[config.mk]
export PLATFORM = sky130hd
export DESIGN_NAME = top_region_discriminant_core
export DESIGN_NICKNAME = d
export VERILOG_FILES = /design/src/rtl/core/trd_pkg.sv /design/src/rtl/core/trd_accum.sv /design/src/rtl/core/top_region_discriminant_core.sv
export SDC_FILE = /design/constraint.sdc
export NUM_CORES = 1
export LEC_CHECK = 0
export BUFFER_PORTS_ARGS = -buffer_cell sky130_fd_sc_hd__buf_2
export CORE_ASPECT_RATIO = 0.8
export CORE_MARGIN = 4
export CORE_UTILIZATION = 52
export DETAILED_ROUTE_END_ITERATION = 10
export PLACE_DENSITY = 0.75
export SLEW_MARGIN = 15
export SYNTH_ARGS = -nofsm -noshare
export SYNTH_HDL_FRONTEND = slang
export SYNTH_SLANG_ARGS = --single-unit
[constraint.sdc]
create_clock -name clk -period 3.4 [get_ports clk]
set_clock_uncertainty 0.2 [all_clocks]
set_input_delay 0.34 -clock clk [delete_from_list [all_inputs] [get_ports clk]]
set_output_delay 0.34 -clock clk [all_outputs]
set_load 0.02 [all_outputs]
[src/rtl/core/trd_pkg.sv]
// ----------------------------------------------------------------------------
// trd_pkg
// Shared types and constants of the top-region discriminant core.
// ----------------------------------------------------------------------------
`default_nettype none

package trd_pkg;

	localparam int ET_W      = 10;
	localparam int SUM_W     = 14;
	localparam int POS_W     = 4;
	localparam int CNT_W     = 5;
	localparam int SPAN_W    = 6;

	localparam int MAX_REGIONS_DEF = 16;
	localparam logic [CNT_W-1:0] N_REGIONS_RST = 5'd4;

	localparam logic [SUM_W-1:0] SUM_CAP = '1;
	localparam logic [CNT_W-1:0] CNT_CAP = '1;

	// extents are seeded outside the window so an empty run passes
	localparam logic signed [POS_W-1:0] EXT_MAX_SEED = -4'sd5;
	localparam logic signed [POS_W-1:0] EXT_MIN_SEED = 4'sd5;

	localparam int IN_DATA_W  = 32;
	localparam int OUT_DATA_W = 64;

	// region word, first member in the top bits
	typedef struct packed {
		logic                    mip;
		logic signed [POS_W-1:0] phi_pos;
		logic signed [POS_W-1:0] eta_pos;
		logic [ET_W-1:0]         ecal_et;
		logic [ET_W-1:0]         et;
	} item_t;

	typedef struct packed {
		logic [ET_W-1:0]  lowest_ecal_et;
		logic [ET_W-1:0]  lowest_et;
		logic [CNT_W-1:0] region_count;
		logic [CNT_W-1:0] mip_count;
		logic             pattern_pass;
		logic [SUM_W-1:0] total_ecal_et;
		logic [SUM_W-1:0] total_et;
	} res_t;

	localparam int ITEM_W = $bits(item_t);
	localparam int RES_W  = $bits(res_t);

endpackage

`default_nettype wire

[src/rtl/core/trd_accum.sv]
// ----------------------------------------------------------------------------
// trd_accum
// Per-collection accumulator: acceptance, sums, counts, extents and the
// pattern test, with the result formed in the same cycle as the last region.
// ----------------------------------------------------------------------------
`default_nettype none

module trd_accum (
	input  wire logic                      clk,
	input  wire logic                      arst_n,
	input  wire logic                      step,
	input  wire trd_pkg::item_t            item,
	input  wire logic                      last_region,
	input  wire logic [trd_pkg::CNT_W-1:0] limit,
	output trd_pkg::res_t                  res
);
	import trd_pkg::*;

	logic [CNT_W-1:0]        taken_q;
	logic                    stopped_q;
	logic [SUM_W-1:0]        sum_et_q;
	logic [SUM_W-1:0]        sum_ecal_q;
	logic [CNT_W-1:0]        mip_q;
	logic signed [POS_W-1:0] eta_max_q;
	logic signed [POS_W-1:0] eta_min_q;
	logic signed [POS_W-1:0] phi_max_q;
	logic signed [POS_W-1:0] phi_min_q;
	logic signed [POS_W-1:0] first_eta_q;
	logic signed [POS_W-1:0] first_phi_q;
	logic                    pair_q;
	logic [ET_W-1:0]         last_et_q;
	logic [ET_W-1:0]         last_ecal_q;

	logic                    take;
	logic signed [POS_W-1:0] eta;
	logic signed [POS_W-1:0] phi;
	logic [CNT_W-1:0]        taken_n;
	logic                    stopped_n;
	logic [SUM_W:0]          sum_et_raw;
	logic [SUM_W:0]          sum_ecal_raw;
	logic [CNT_W:0]          mip_raw;
	logic [SUM_W-1:0]        sum_et_n;
	logic [SUM_W-1:0]        sum_ecal_n;
	logic [CNT_W-1:0]        mip_n;
	logic signed [POS_W-1:0] eta_max_n;
	logic signed [POS_W-1:0] eta_min_n;
	logic signed [POS_W-1:0] phi_max_n;
	logic signed [POS_W-1:0] phi_min_n;
	logic signed [POS_W-1:0] first_eta_n;
	logic signed [POS_W-1:0] first_phi_n;
	logic                    pair_n;
	logic [ET_W-1:0]         last_et_n;
	logic [ET_W-1:0]         last_ecal_n;
	logic signed [SPAN_W-1:0] eta_span;
	logic signed [SPAN_W-1:0] phi_span;
	logic                    compact;

	always_comb begin
		eta  = item.eta_pos;
		phi  = item.phi_pos;
		take = !stopped_q && (item.et != '0) && (taken_q < limit);

		sum_et_raw   = {1'b0, sum_et_q} + (SUM_W+1)'(item.et);
		sum_ecal_raw = {1'b0, sum_ecal_q} + (SUM_W+1)'(item.ecal_et);
		mip_raw      = {1'b0, mip_q} + (CNT_W+1)'(item.mip);

		stopped_n   = stopped_q || !take;
		taken_n     = taken_q;
		sum_et_n    = sum_et_q;
		sum_ecal_n  = sum_ecal_q;
		mip_n       = mip_q;
		eta_max_n   = eta_max_q;
		eta_min_n   = eta_min_q;
		phi_max_n   = phi_max_q;
		phi_min_n   = phi_min_q;
		first_eta_n = first_eta_q;
		first_phi_n = first_phi_q;
		pair_n      = pair_q;
		last_et_n   = last_et_q;
		last_ecal_n = last_ecal_q;

		if (take) begin
			taken_n     = taken_q + 1'b1;
			sum_et_n    = sum_et_raw[SUM_W] ? SUM_CAP : sum_et_raw[SUM_W-1:0];
			sum_ecal_n  = sum_ecal_raw[SUM_W] ? SUM_CAP : sum_ecal_raw[SUM_W-1:0];
			mip_n       = mip_raw[CNT_W] ? CNT_CAP : mip_raw[CNT_W-1:0];
			if (eta > eta_max_q) eta_max_n = eta;
			if (eta < eta_min_q) eta_min_n = eta;
			if (phi > phi_max_q) phi_max_n = phi;
			if (phi < phi_min_q) phi_min_n = phi;
			last_et_n   = item.et;
			last_ecal_n = item.ecal_et;
			if (taken_q == CNT_W'(0)) begin
				first_eta_n = eta;
				first_phi_n = phi;
			end else if (taken_q == CNT_W'(1)) begin
				pair_n = (eta == first_eta_q) || (phi == first_phi_q);
			end
		end

		eta_span = SPAN_W'(eta_max_n) - SPAN_W'(eta_min_n);
		phi_span = SPAN_W'(phi_max_n) - SPAN_W'(phi_min_n);
		compact  = (eta_span <= 6'sd1) && (phi_span <= 6'sd1)
			&& !((taken_n == CNT_W'(2)) && !pair_n);

		res.total_et       = sum_et_n;
		res.total_ecal_et  = sum_ecal_n;
		res.pattern_pass   = (taken_n == CNT_W'(1)) || compact;
		res.mip_count      = mip_n;
		res.region_count   = taken_n;
		res.lowest_et      = last_et_n;
		res.lowest_ecal_et = last_ecal_n;
	end

	always_ff @(posedge clk or negedge arst_n) begin
		if (!arst_n) begin
			taken_q     <= '0;
			stopped_q   <= 1'b0;
			sum_et_q    <= '0;
			sum_ecal_q  <= '0;
			mip_q       <= '0;
			eta_max_q   <= EXT_MAX_SEED;
			eta_min_q   <= EXT_MIN_SEED;
			phi_max_q   <= EXT_MAX_SEED;
			phi_min_q   <= EXT_MIN_SEED;
			first_eta_q <= '0;
			first_phi_q <= '0;
			pair_q      <= 1'b1;
			last_et_q   <= '0;
			last_ecal_q <= '0;
		end else if (step) begin
			if (last_region) begin
				// collection done: back to the seeded state
				taken_q     <= '0;
				stopped_q   <= 1'b0;
				sum_et_q    <= '0;
				sum_ecal_q  <= '0;
				mip_q       <= '0;
				eta_max_q   <= EXT_MAX_SEED;
				eta_min_q   <= EXT_MIN_SEED;
				phi_max_q   <= EXT_MAX_SEED;
				phi_min_q   <= EXT_MIN_SEED;
				first_eta_q <= '0;
				first_phi_q <= '0;
				pair_q      <= 1'b1;
				last_et_q   <= '0;
				last_ecal_q <= '0;
			end else begin
				taken_q     <= taken_n;
				stopped_q   <= stopped_n;
				sum_et_q    <= sum_et_n;
				sum_ecal_q  <= sum_ecal_n;
				mip_q       <= mip_n;
				eta_max_q   <= eta_max_n;
				eta_min_q   <= eta_min_n;
				phi_max_q   <= phi_max_n;
				phi_min_q   <= phi_min_n;
				first_eta_q <= first_eta_n;
				first_phi_q <= first_phi_n;
				pair_q      <= pair_n;
				last_et_q   <= last_et_n;
				last_ecal_q <= last_ecal_n;
			end
		end
	end

endmodule

`default_nettype wire

[src/rtl/core/top_region_discriminant_core.sv]
// ----------------------------------------------------------------------------
// top_region_discriminant_core
// Accepts regions of a collection, keeps energy sums, MIP count and extent,
// and emits one summary word on the region flagged tlast.
// ----------------------------------------------------------------------------
// One region is taken every clock cycle while the input does not stall. A region
// is captured in the input register, is folded into the accumulator and, if it
// carries tlast, its summary is loaded into the output register, which drives
// m_axis_tvalid. The input stalls only while a summary waits in the output
// register and the next region in line is itself a last one.
// n_regions is applied at the following region and must be written between
// collections; values above MAX_REGIONS are clamped.
`default_nettype none

module top_region_discriminant_core #(
	parameter int MAX_REGIONS = trd_pkg::MAX_REGIONS_DEF
) (
	input  wire logic                           clk,
	input  wire logic                           arst_n,
	// et[9:0], ecal_et[19:10], eta_pos[23:20], phi_pos[27:24], mip[28]
	input  wire logic [trd_pkg::IN_DATA_W-1:0]  s_axis_tdata,
	input  wire logic                           s_axis_tlast,
	input  wire logic                           s_axis_tvalid,
	output logic                                s_axis_tready,
	// total_et[13:0], total_ecal_et[27:14], pattern_pass[28],
	// mip_count[33:29], region_count[38:34], lowest_et[48:39],
	// lowest_ecal_et[58:49]
	output logic [trd_pkg::OUT_DATA_W-1:0]      m_axis_tdata,
	output logic                                m_axis_tvalid,
	input  wire logic                           m_axis_tready,
	input  wire logic [trd_pkg::CNT_W-1:0]      cfg_data,
	input  wire logic                           cfg_valid,
	output logic                                cfg_ready
);
	import trd_pkg::*;

	localparam int LIM_CAP = (MAX_REGIONS > 31) ? 31 : MAX_REGIONS;

	logic [CNT_W-1:0] n_regions_q;
	logic [CNT_W-1:0] limit;

	item_t item_s1;
	logic  last_s1;
	logic  valid_s1;
	logic  step;

	res_t  res;
	res_t  out_q;
	logic  out_valid_q;

	assign cfg_ready = 1'b1;

	always_ff @(posedge clk or negedge arst_n) begin
		if (!arst_n) begin
			n_regions_q <= N_REGIONS_RST;
		end else if (cfg_valid) begin
			n_regions_q <= cfg_data;
		end
	end

	assign limit = (int'(n_regions_q) > LIM_CAP) ? CNT_W'(LIM_CAP) : n_regions_q;

	// a last region needs the output register free or draining
	assign step = valid_s1 && (!last_s1 || !out_valid_q || m_axis_tready);
	assign s_axis_tready = !valid_s1 || step;

	always_ff @(posedge clk or negedge arst_n) begin
		if (!arst_n) begin
			valid_s1 <= 1'b0;
		end else if (s_axis_tready) begin
			valid_s1 <= s_axis_tvalid;
		end
	end

	always_ff @(posedge clk) begin
		if (s_axis_tvalid && s_axis_tready) begin
			item_s1 <= item_t'(s_axis_tdata[ITEM_W-1:0]);
			last_s1 <= s_axis_tlast;
		end
	end

	trd_accum u_accum (
		.clk         (clk),
		.arst_n      (arst_n),
		.step        (step),
		.item        (item_s1),
		.last_region (last_s1),
		.limit       (limit),
		.res         (res)
	);

	always_ff @(posedge clk or negedge arst_n) begin
		if (!arst_n) begin
			out_valid_q <= 1'b0;
		end else if (step && last_s1) begin
			out_valid_q <= 1'b1;
		end else if (m_axis_tready) begin
			out_valid_q <= 1'b0;
		end
	end

	always_ff @(posedge clk) begin
		if (step && last_s1) begin
			out_q <= res;
		end
	end

	assign m_axis_tvalid = out_valid_q;
	assign m_axis_tdata  = {(OUT_DATA_W-RES_W)'(0), out_q};

endmodule

`default_nettype wire

==> results of run 1 <==
worst register-to-register path: stages (launching register included):
cell and delay [ns]:
dfrtp_1 0.38, inv_2 0.09, buf_4 0.13, ha_4 0.20, a211oi_2 0.19, nand2_2 0.12, nor3_4 0.29, buf_12 0.16
o21ai_4 0.09, buf_6 0.14, nor2_4 0.07, a21oi_2 0.04, ha_2 0.18, fa_2 0.35, nor2b_1 0.14, o21ai_0 0.21
o21ai_2 0.12, a32oi_1 0.17, a31oi_1 0.05
layer usage:
layer | up-vias | part of all wire (%)
li1 | 3714 | -
met1 | 3825 | 46
met2 | 271 | 47
met3 | 34 | 5.8
met4 | 0 | 1.7
met5 | - | 0
power groups by stage:
stage	clock network, mW	logic, mW	registers [mW]
after floorplan	0	3.06	3.59
after global placement	0	4.56	3.37
after detailed placement	0	4.67	3.39
after CTS	2.07	4.95	3.36
after global routing	2.16	5.67	3.44
final	2.04	5.16	3.37
final timing paths:
path | endpoint | depth (start not counted)
setup / recovery | m_axis_tdata[28]$_DFFE_PP_ | 18
hold / removal | n_regions_q[1]$_DFFE_PN0P_ | 2
setup reg to reg | m_axis_tdata[28]$_DFFE_PP_ | 18
hold reg to reg | u_accum.last_ecal_q[9]$_DFFE_PN0P_ | 1
max in group asynchronous | u_accum.eta_max_q[1]$_DFFE_PN1P_ | 3
min in group asynchronous | u_accum.last_et_q[5]$_DFFE_PN0P_ | 2
flip-flops by register name, summed over array words and instances, names as in the netlist, 4 cells and up:
name and count:
u_accum.first_phi_q 4, item_s1 29, u_accum.mip_q 5, u_accum.eta_max_q 4
u_accum.phi_min_q 4, u_accum.taken_q 5, u_accum.phi_max_q 4, m_axis_tdata 59
u_accum.eta_min_q 4, u_accum.sum_et_q 14, u_accum.first_eta_q 4, u_accum.last_et_q 10
u_accum.last_ecal_q 10, n_regions_q 5, u_accum.sum_ecal_q 14
cell usage after synthesis, types with 3 or more instances:
cell type,count,area share (%)
xnor2_1,14,1.3
nor2b_1,10,0.65
and3_1,3,0.20
a31o_2,4,0.37
a211oi_1,6,0.47
a31oi_1,9,0.59
nor4_1,9,0.59
inv_1,44,1.7
ha_1,51,6.7
nor3_1,13,0.68
dfstp_2,12,3.3
and2_1,6,0.39
a21oi_1,56,2.9
o21a_1,19,1.5
nand2b_1,6,0.39
buf_4,9,0.71
mux2i_1,13,1.4
dfrtp_1,79,21
nor4b_1,3,0.27
nand3_1,16,0.84
a311oi_1,6,0.55
o21ai_1,21,1.1
o211ai_1,5,0.39
a22o_1,33,3.0
edfxtp_1,89,28
or3_1,4,0.26
nand2_1,118,4.6
xor2_1,12,1.1
o31ai_1,5,0.39
nor2_1,57,2.2
buf_2,10,0.52
fa_1,4,0.84
o22a_1,3,0.27
mux2_1,3,0.35
clkbuf_1,22,0.86
mux2_2,12,1.4
a21o_1,12,0.94
o22ai_1,8,0.52
nand4_1,5,0.33
o21ai_0,28,1.5
o21ai_2,5,0.46
cell type report:
cell class	instances	area share [%]
clock buffer	18	3.53
clock inverter	14	1.46
antenna	1	0.0206
tap	230	2.37
multi-input combinational	631	37.1
sequential	180	40.9
timing repair buffer	230	13.3
inverter	45	1.39
cell families (layout without fill, tap and decap cells):
kind of cell,after synthesis,in the layout
DFF,180,180
adders and majority gates,55,55
and+or+nand+nor,263,263
xor gates and xnor gates,26,26
other,2,7
buffers and inverters,87,307
muxes,29,29
AOI/OAI and AO/OA,252,252
repair_timing:
action,in CTS,in global routing
hold endpoints to repair,90,0
hold buffers,39,0
pin swaps,9,11
setup endpoints to repair,1,1
buffers inserted,7,7
gates resized for setup,18,13
==> summary.txt, run 1 <==
Critical path
  – WP data required: 3.38 ns
  – CP endpoint kind: flip-flop
  – CP startpoint kind: flip-flop
  – Critical R2R Launch: n_regions_q[4]$_DFFE_PN0P_
  – Critical path class: reg -> reg
  – Reg2reg setup slack: -0.19 ns
  – CP Launch Point: n_regions_q[4]$_DFFE_PN0P_
  – Worst path bufs/invs: 4
  – Critical path's largest stage delay: 0.38 ns
  – Crit-path cells: inv_2 > buf_4 > ha_4 > a211oi_2 > nand2_2 > nor3_4 > buf_12 > o21ai_4 > buf_6 > nor2_4 > a21oi_2 > ha_2 > fa_2 > nor2b_1 > o21ai_0 > o21ai_2 > a32oi_1 > a31oi_1
  – Delay-heaviest family, CP: compound AO/OA/AOI/OAI gates
  – CP arrival: ~3.6 ns
  – CP max-delay cell: dfrtp_1
  – CP Max Fanout: 5

Final layout
  – Area of the multi-input gates: roughly 0.0045 mm²
  – FF+latch area: roughly 0.0050 mm²
  – # nets final: approximately 1200
  – Layout Utilization: around two thirds
  – Commonest cells after routing, fill and taps aside: 115 x nand2_1, 99 x buf_2, 89 x edfxtp_1
  – Final instance area: approximately 0.012 mm²
  – Share of cells above drive strength 1: 27.1%
  – Layout area overhead: 27.1%
  – Fillers: between 1000 and 1500
  – Most common cell after layout, fill and taps aside: nand2_1
  – Final Non-Filler Cells: between 1000 and 1500

Logic synthesis
  – Ys async rst share: 50.6%
  – Synth Area in XOR/XNOR: 2.38%
  – Synth Area in Simple Gates: approximately 13%
  – FF+latch count, synth: between 150 and 200
  – Cell area after synthesis: 0.00956 mm²
  – Main flop type after synthesis: edfxtp_1
  – Mean post-synth cell area: around 11 µm²
  – Synth cell types: 76
  – Mapped Cells: roughly 900
  – Yosys warns: 0
  – Number of synthesized flops with an enable pin: a little under 90
  – Post-synthesis sequential area ratio: between 50% and 60%
  – Combinational family with the most area after synthesis: compound AO/OA/AOI/OAI gates
  – Complex-gate fraction of the synthesized area: between 15 and 20%
  – Adder-Cell Fraction of Synth Area: between 7 and 8%
  – Mux contribution to synthesized area: 3.27%

Timing
  – Hold WS: 0.0629 ns
  – RSZ-0062 raised after global routing: yes
  – Pins over their slew limit: 0
  – Fin. Hold Viols: 0
  – Max transition margin: about 44%
  – Final setup margin: -0.187 ns
  – Final setup TNS: -0.187 ns
  – Final Setup Violations: 1
  – Final period util: 106%
  – Peak Freq: between 200 and 300 MHz
  – Slew @ Worst Pin: roughly 0.83 ns
  – Fin crit period: 3.59 ns

Die
  – I/O Pins: 110
  – Die area: between 0.02 and 0.025 mm²
  – Core outline area: around 0.018 mm²
  – DIE HEIGHT: 129 µm
  – Starting density of the core: a little over half
  – Rows: 44
  – Die Wd: around 160 µm

Clock network
  – Reg clk slew, reported paths: approximately 0.07 ns
  – Skew-Pair Late Insertion Delay: between 0.4 and 0.5 ns
  – Htree depth: 4
  – Number of CTS-inserted buffers: 17
  – Clock Path Buffers: 2
  – CTS tree: built
  – Root buffer cell: clkbuf_16
  – TritonCTS Sinks: 180

Global routing
  – Antenna violations before repair: 0
  – Total GRT Usage: roughly a quarter
  – Grt ovf: 0
  – Largest net degree at the start of global routing: slightly above 60
  – GR Layer Usage met2: roughly two fifths
  – Met3 Use GR: between 4 and 5%
  – Vias in the first global route: roughly 8000
  – Global-route wire length before repair: ~40 mm
  – Most crowded layer after global routing: met2
  – Routing usage on met1: between 30 and 40%

Run status
  – Failing checks: negative setup slack
  – Outcome: finished, violations left

Route
  – Total wire length: 24.4 mm
  – Via Count: 7844
  – Drt via density: 5.81
  – Drt drc: 0
  – DRT Pass-1 Iters: 5
  – Drt initial violations: 698
  – Routed WL per cell: ~18 µm
  – Final ANT Viol Nets: 0

Power
  – VDD IR max: 0.430 mV
  – Power Total: between 10 and 15 mW
  – Sw Ratio: between 30% and 40%
  – Pwr per Cell Area: about 870 mW/mm²
  – Clock power frac: between 10% and 20%
  – Leak pwr: 5.40 nW
  – Total net switching power: around 4.1 mW
  – Int Power: 6.44 mW
  – Flop pwr share: between 30% and 40%
  – Comb pwr share: between 40% and 50%

Min path
  – Hold_sp: cfg_valid
  – Hold Path Class: in -> reg

Job
  – Max-cap violations: 0

Placed design
  – Gpl congestion: ~0.85
  – Final HPWL DP: between 15 and 20 mm
  – PortBufs: 100
  – Post-DP Area: approximately 0.011 mm²
  – Pre-CTS setup slack: -0.398 ns
  – Dpl cells: ~1300
Note: power is estimated with default switching activity, not from simulation.
==> run 2: changes to the inputs <==
Settings changed: PLACE_DENSITY 0.75 to 0.81.
==> run 2 against run 1 <==
Effect of this change:
- the run still ends with negative setup slack left
- non-clock buffer count increased by 1
- largest cell class unchanged
- final area grew 0.79%
- critical path type unchanged
- largest power group unchanged
- combinational power is 8.1% higher
==> summary.txt, run 2 (synthesized netlist as in run 1, its figures left out) <==
Run status
  – Outcome: finished, violations left
  – Failing checks: negative setup slack

Placed design
  – Gpl congestion: roughly 0.94
  – PortBufs: 100
  – Final HPWL DP: between 15 and 20 mm
  – Pre-CTS setup slack: -0.354 ns

Route
  – Total wire length: between 20 and 30 mm
  – Drt drc: 0
  – Drt via density: approximately 5.9
  – Final ANT Viol Nets: 0
  – Routed WL per cell: between 15 and 20 µm
  – Via Count: around 7900
  – DRT Pass-1 Iters: 7
  – Drt initial violations: 756

Timing
  – RSZ-0062 raised after global routing: yes
  – Pins over their slew limit: 0
  – Final setup margin: -0.336 ns
  – Max transition margin: 51.8%
  – Peak Freq: 268 MHz
  – Fin. Hold Viols: 0
  – Hold WS: 0.0518 ns
  – Fin crit period: ~3.7 ns
  – Final Setup Violations: 1
  – Slew @ Worst Pin: between 0.7 and 0.8 ns
  – Final period util: 110%
  – Final setup TNS: -0.336 ns

Global routing
  – Antenna violations before repair: 0
  – Vias in the first global route: roughly 7800
  – Total GRT Usage: between 20% and 30%
  – Global-route wire length before repair: between 30 and 40 mm
  – Largest net degree at the start of global routing: 92
  – Grt ovf: 0

Min path
  – Hold Path Class: in -> reg

Critical path
  – WP data required: between 3 and 4 ns
  – CP endpoint kind: flip-flop
  – CP startpoint kind: flip-flop
  – Crit-path cells: inv_2 > buf_6 > nand2_2 > ha_1 > nand3_2 > nor3_4 > nor3_4 > buf_12 > o21ai_4 > buf_6 > mux2_4 > ha_4 > a21oi_2 > o21ai_2 > xnor2_1 > o21ai_2 > a32oi_2 > a31oi_1
  – Critical path class: reg -> reg
  – CP arrival: ~3.7 ns
  – CP Max Fanout: 7
  – Delay-heaviest family, CP: compound AO/OA/AOI/OAI gates
  – CP max-delay cell: dfrtp_1
  – Critical path's largest stage delay: between 0.3 and 0.4 ns
  – Worst path bufs/invs: 4

Power
  – Comb pwr share: 51.1%
  – Sw Ratio: about two fifths
  – VDD IR max: about 0.49 mV
  – Int Power: approximately 6.6 mW
  – Leak pwr: approximately 5.4 nW
  – Flop pwr share: ~30%
  – Clock power frac: between 10% and 20%
  – Pwr per Cell Area: just under 900 mW/mm²
  – Total net switching power: between 4 and 5 mW

Clock network
  – Number of CTS-inserted buffers: 17
  – Root buffer cell: clkbuf_16
  – Reg clk slew, reported paths: ~0.070 ns
  – Skew-Pair Late Insertion Delay: around 0.43 ns
  – Htree depth: 4
  – CTS tree: built
  – TritonCTS Sinks: between 150 and 200
  – Clock Path Buffers: 2

Die
  – Die Wd: between 150 and 200 µm
  – Rows: 44
  – I/O Pins: 110
  – Core outline area: 0.0181 mm²
  – Starting density of the core: between 50% and 60%
  – DIE HEIGHT: roughly 130 µm
  – Die area: approximately 0.021 mm²

Final layout
  – # nets final: between 1000 and 1500
  – Layout area overhead: 28.1%
  – Share of cells above drive strength 1: ~29%
  – Antenna Diode Count: 0
  – Layout Utilization: around two thirds
  – Commonest cells after routing, fill and taps aside: 113 x nand2_1, 99 x buf_2, 89 x edfxtp_1
  – Most common cell after layout, fill and taps aside: nand2_1
  – Max reg flops: around 60

Job
  – Max-cap violations: 0
==> run 2: layout make-up <==
class / count / area [µm²]
Fill cell: 1306 / 5860
Sequential cell: 180 / 4960
Multi-Input combinational cell: 631 / 4600
Timing Repair Buffer: 231 / 1640
Clock buffer: 17 / 425
Tap cell: 230 / 288
Inverter: 45 / 171
Clock inverter: 15 / 156
==> run 2: what timing repair did <==
| item | in CTS | in global routing |
|---|---|---|
| hold buffers | 39 | 0 |
| endpoints found under the setup margin | 1 | 1 |
| pin swaps | 6 | 21 |
| setup buffers | 6 | 10 |
| gates resized for setup | 26 | 27 |
| endpoints found under the hold margin | 116 | 0 |
==> run 2: power groups by stage <==
stage	Clock, mW	Sequential, mW	Combinational [mW]
after floorplan	0	3.59	3.06
after global placement	0	3.37	4.55
after detailed placement	0	3.39	4.73
after CTS	1.97	3.37	5.13
after global routing	2.08	3.44	6.07
final	1.96	3.38	5.58
==> run 2: metal layers <==
metal	up-vias	wire length [µm]	track usage, %
met1	3843	11300	33.3
met5	-	0	0
li1	3708	-	-
met3	46	1570	4.83
met2	328	11800	39.0
met4	0	525	7.60
==> run 2: final timing paths <==
kind,from,endpoint,slack (ns),depth (start not counted)
min in group asynchronous,arst_n,u_accum.eta_max_q[2]$_DFFE_PN0P_,0.28,3
hold reg to reg,u_accum.last_et_q[9]$_DFFE_PN0P_,u_accum.last_et_q[9]$_DFFE_PN0P_,0.31,1
setup reg to reg,n_regions_q[4]$_DFFE_PN0P_,m_axis_tdata[28]$_DFFE_PP_,-0.34,18
hold / removal,cfg_valid,n_regions_q[0]$_DFFE_PN0P_,0.05,2
max in group asynchronous,arst_n,u_accum.last_ecal_q[1]$_DFFE_PN0P_,2.28,3
setup / recovery,n_regions_q[4]$_DFFE_PN0P_,m_axis_tdata[28]$_DFFE_PP_,-0.34,18
==> run 2: stage by stage <==
step                cells  cell area, µm²  power (mW)
floorplan             898            9710        6.66
global placement     1263           10900        7.92
detailed placement   1263           10900        8.12
CTS                  1340           12100        10.5
global route         1349           12200        11.6
finish               1349           12200        10.9
==> run 3: changes to the inputs <==
Settings changed: CORE_UTILIZATION 52 to 30, PLACE_DENSITY 0.81 to 0.54.
==> run 3 against run 2 <==
Effect of this change:
- the flow still finishes with violations (negative setup slack)
- sequential share of layout area down 0.63 points
- utilization is 28 points lower
- worst setup slack gained 0.17 ns
==> summary.txt, run 3 (synthesized netlist as in run 1, its figures left out) <==
Placed design
  – Gpl congestion: approximately 0.84
  – Final HPWL DP: approximately 18 mm
  – PortBufs: 100

Die
  – I/O Pins: 110
  – DIE HEIGHT: 168 µm
  – Die Wd: between 200 and 250 µm
  – Rows: 58
  – Starting density of the core: 30.4%
  – Die area: between 0.03 and 0.04 mm²
  – Core outline area: 0.0314 mm²

Final layout
  – Commonest cells after routing, fill and taps aside: 115 x nand2_1, 99 x buf_2, 89 x edfxtp_1
  – Layout Utilization: 39.6%
  – Max reg flops: 59
  – # nets final: approximately 1200
  – Antenna Diode Count: 0
  – Layout area overhead: 30.1%
  – Fillers: 3042
  – Share of cells above drive strength 1: ~27%
  – Most common cell after layout, fill and taps aside: nand2_1

Route
  – Routed WL per cell: roughly 17 µm
  – Drt via density: 4.91
  – Via Count: between 7000 and 8000
  – Drt initial violations: between 400 and 500
  – DRT Pass-1 Iters: 6
  – Drt drc: 0
  – Final ANT Viol Nets: 0
  – Total wire length: between 20 and 30 mm

Clock network
  – TritonCTS Sinks: 180
  – Clock Path Buffers: 2
  – Root buffer cell: clkbuf_16
  – Skew-Pair Late Insertion Delay: about 0.44 ns
  – CTS tree: built
  – Htree depth: 4
  – Reg clk slew, reported paths: roughly 0.070 ns
  – Number of CTS-inserted buffers: 17

Min path
  – Hold Path End: n_regions_q[0]$_DFFE_PN0P_
  – Hold_sp: cfg_valid
  – Hold Path Class: in -> reg
  – Min-Delay Path Depth: 2

Critical path
  – Reg2reg setup slack: -0.16 ns
  – Critical R2R Launch: n_regions_q[4]$_DFFE_PN0P_
  – CP Launch Point: n_regions_q[4]$_DFFE_PN0P_
  – Reg2reg end: m_axis_tdata[28]$_DFFE_PP_
  – WP data required: between 3 and 4 ns
  – Critical path class: reg -> reg
  – CP endpoint kind: flip-flop
  – CP startpoint kind: flip-flop
  – Worst r2r path cells: 19
  – CP Max Fanout: 5
  – CP arrival: about 3.6 ns

Timing
  – Fin crit period: roughly 3.6 ns
  – RSZ-0062 raised after global routing: yes
  – Peak Freq: around 280 MHz
  – Max transition margin: 37.2%
  – Final setup TNS: -0.165 ns
  – Slew @ Worst Pin: between 0.9 and 1 ns
  – Final setup margin: -0.165 ns
  – Final period util: 105%
  – Fin. Hold Viols: 0
  – Pins over their slew limit: 0
  – Final Setup Violations: 1

Power
  – Flop pwr share: a little under a third
  – Sw Ratio: a little under two fifths
  – Clock power frac: 20.8%
  – VDD IR max: ~0.41 mV
  – Leak pwr: around 5.4 nW
  – Int Power: 6.64 mW
  – Comb pwr share: roughly 48%
  – Pwr per Cell Area: approximately 860 mW/mm²
  – Total net switching power: around 4.1 mW

Global routing
  – Total GRT Usage: 15.2%
  – Largest net degree at the start of global routing: 50
  – Grt ovf: 0
  – Global-route wire length before repair: 42.0 mm
  – Vias in the first global route: between 7000 and 8000
  – Antenna violations before repair: 0

Run status
  – Outcome: finished, violations left
  – Failing checks: negative setup slack

Job
  – Max-cap violations: 0
==> run 3: layer usage <==
metal,part of all wire (%),up-vias,GRT usage [%]
met3,4.3,24,3.02
met5,0,-,0
li1,-,3713,-
met2,43,182,22.3
met1,51,3647,22.9
met4,1.4,0,4.22
==> run 3: layout make-up <==
cell class	instances	area [µm²]	share of cell area [%]
sequential	180	4960	39.9
multi-input combinational	631	4460	35.8
timing repair buffer	232	1670	13.4
tap	420	526	4.22
clock buffer	19	443	3.56
clock inverter	13	218	1.75
inverter	45	169	1.36
==> run 3: worst max path at each step <==
stage,cells after the start,end
global route,19,m_axis_tdata[28]$_DFFE_PP_
floorplan,15,m_axis_tdata[28]$_DFFE_PP_
CTS,15,m_axis_tdata[28]$_DFFE_PP_
finish,19,m_axis_tdata[28]$_DFFE_PP_
detailed placement,16,m_axis_tdata[28]$_DFFE_PP_
global placement,15,m_axis_tdata[28]$_DFFE_PP_
==> run 3: power groups by stage <==
stage	sequential, mW	combinational [mW]	clock [mW]
2_1_floorplan	3.59	3.06	0
3_3_place_gp	3.40	4.78	0
3_5_place_dp	3.41	4.84	0
4_1_cts	3.38	5.04	2.29
5_1_grt	3.44	5.69	2.40
6_report	3.38	5.14	2.23
==> run 3: metrics by stage <==
step / total power [mW] / setup slack [ns] / hold slack, ns / cells / area [µm²]
after CTS: 10.7 / -0.193 / 0.0281 / 1538 / 12400
after global routing: 11.5 / -0.367 / 0.0371 / 1540 / 12400
after global placement: 8.18 / -0.278 / 0.207 / 1463 / 11200
final: 10.7 / -0.165 / 0.0465 / 1540 / 12400
after detailed placement: 8.25 / -0.368 / 0.210 / 1463 / 11200
after floorplan: 6.66 / -0.00725 / -0.156 / 898 / 9710
==> run 3: repair_timing <==
action                                  4_1_cts  5_1_grt
resized for setup                            16       11
cloned                                        0        0
hold buffers                                 39        0
pin swaps                                     9        8
endpoints found under the hold margin        77        0
endpoints found under the setup margin        3        9
buffers inserted                              5        2
==> run 3: worst max-delay path: stages (launching register included) <==
cell and delay, ns:
dfrtp_1 0.39, inv_2 0.11, nand2_1 0.07, ha_2 0.19, nor4b_4 0.28, nor3_4 0.09
nor3_4 0.30, buf_12 0.17, o21ai_4 0.08, buf_6 0.13, nor2_2 0.07, a21oi_1 0.05
ha_2 0.19, fa_2 0.36, nor2b_4 0.13, nor4_2 0.04, a21oi_1 0.11, o21ai_1 0.11
a32oi_1 0.17, a31oi_1 0.06
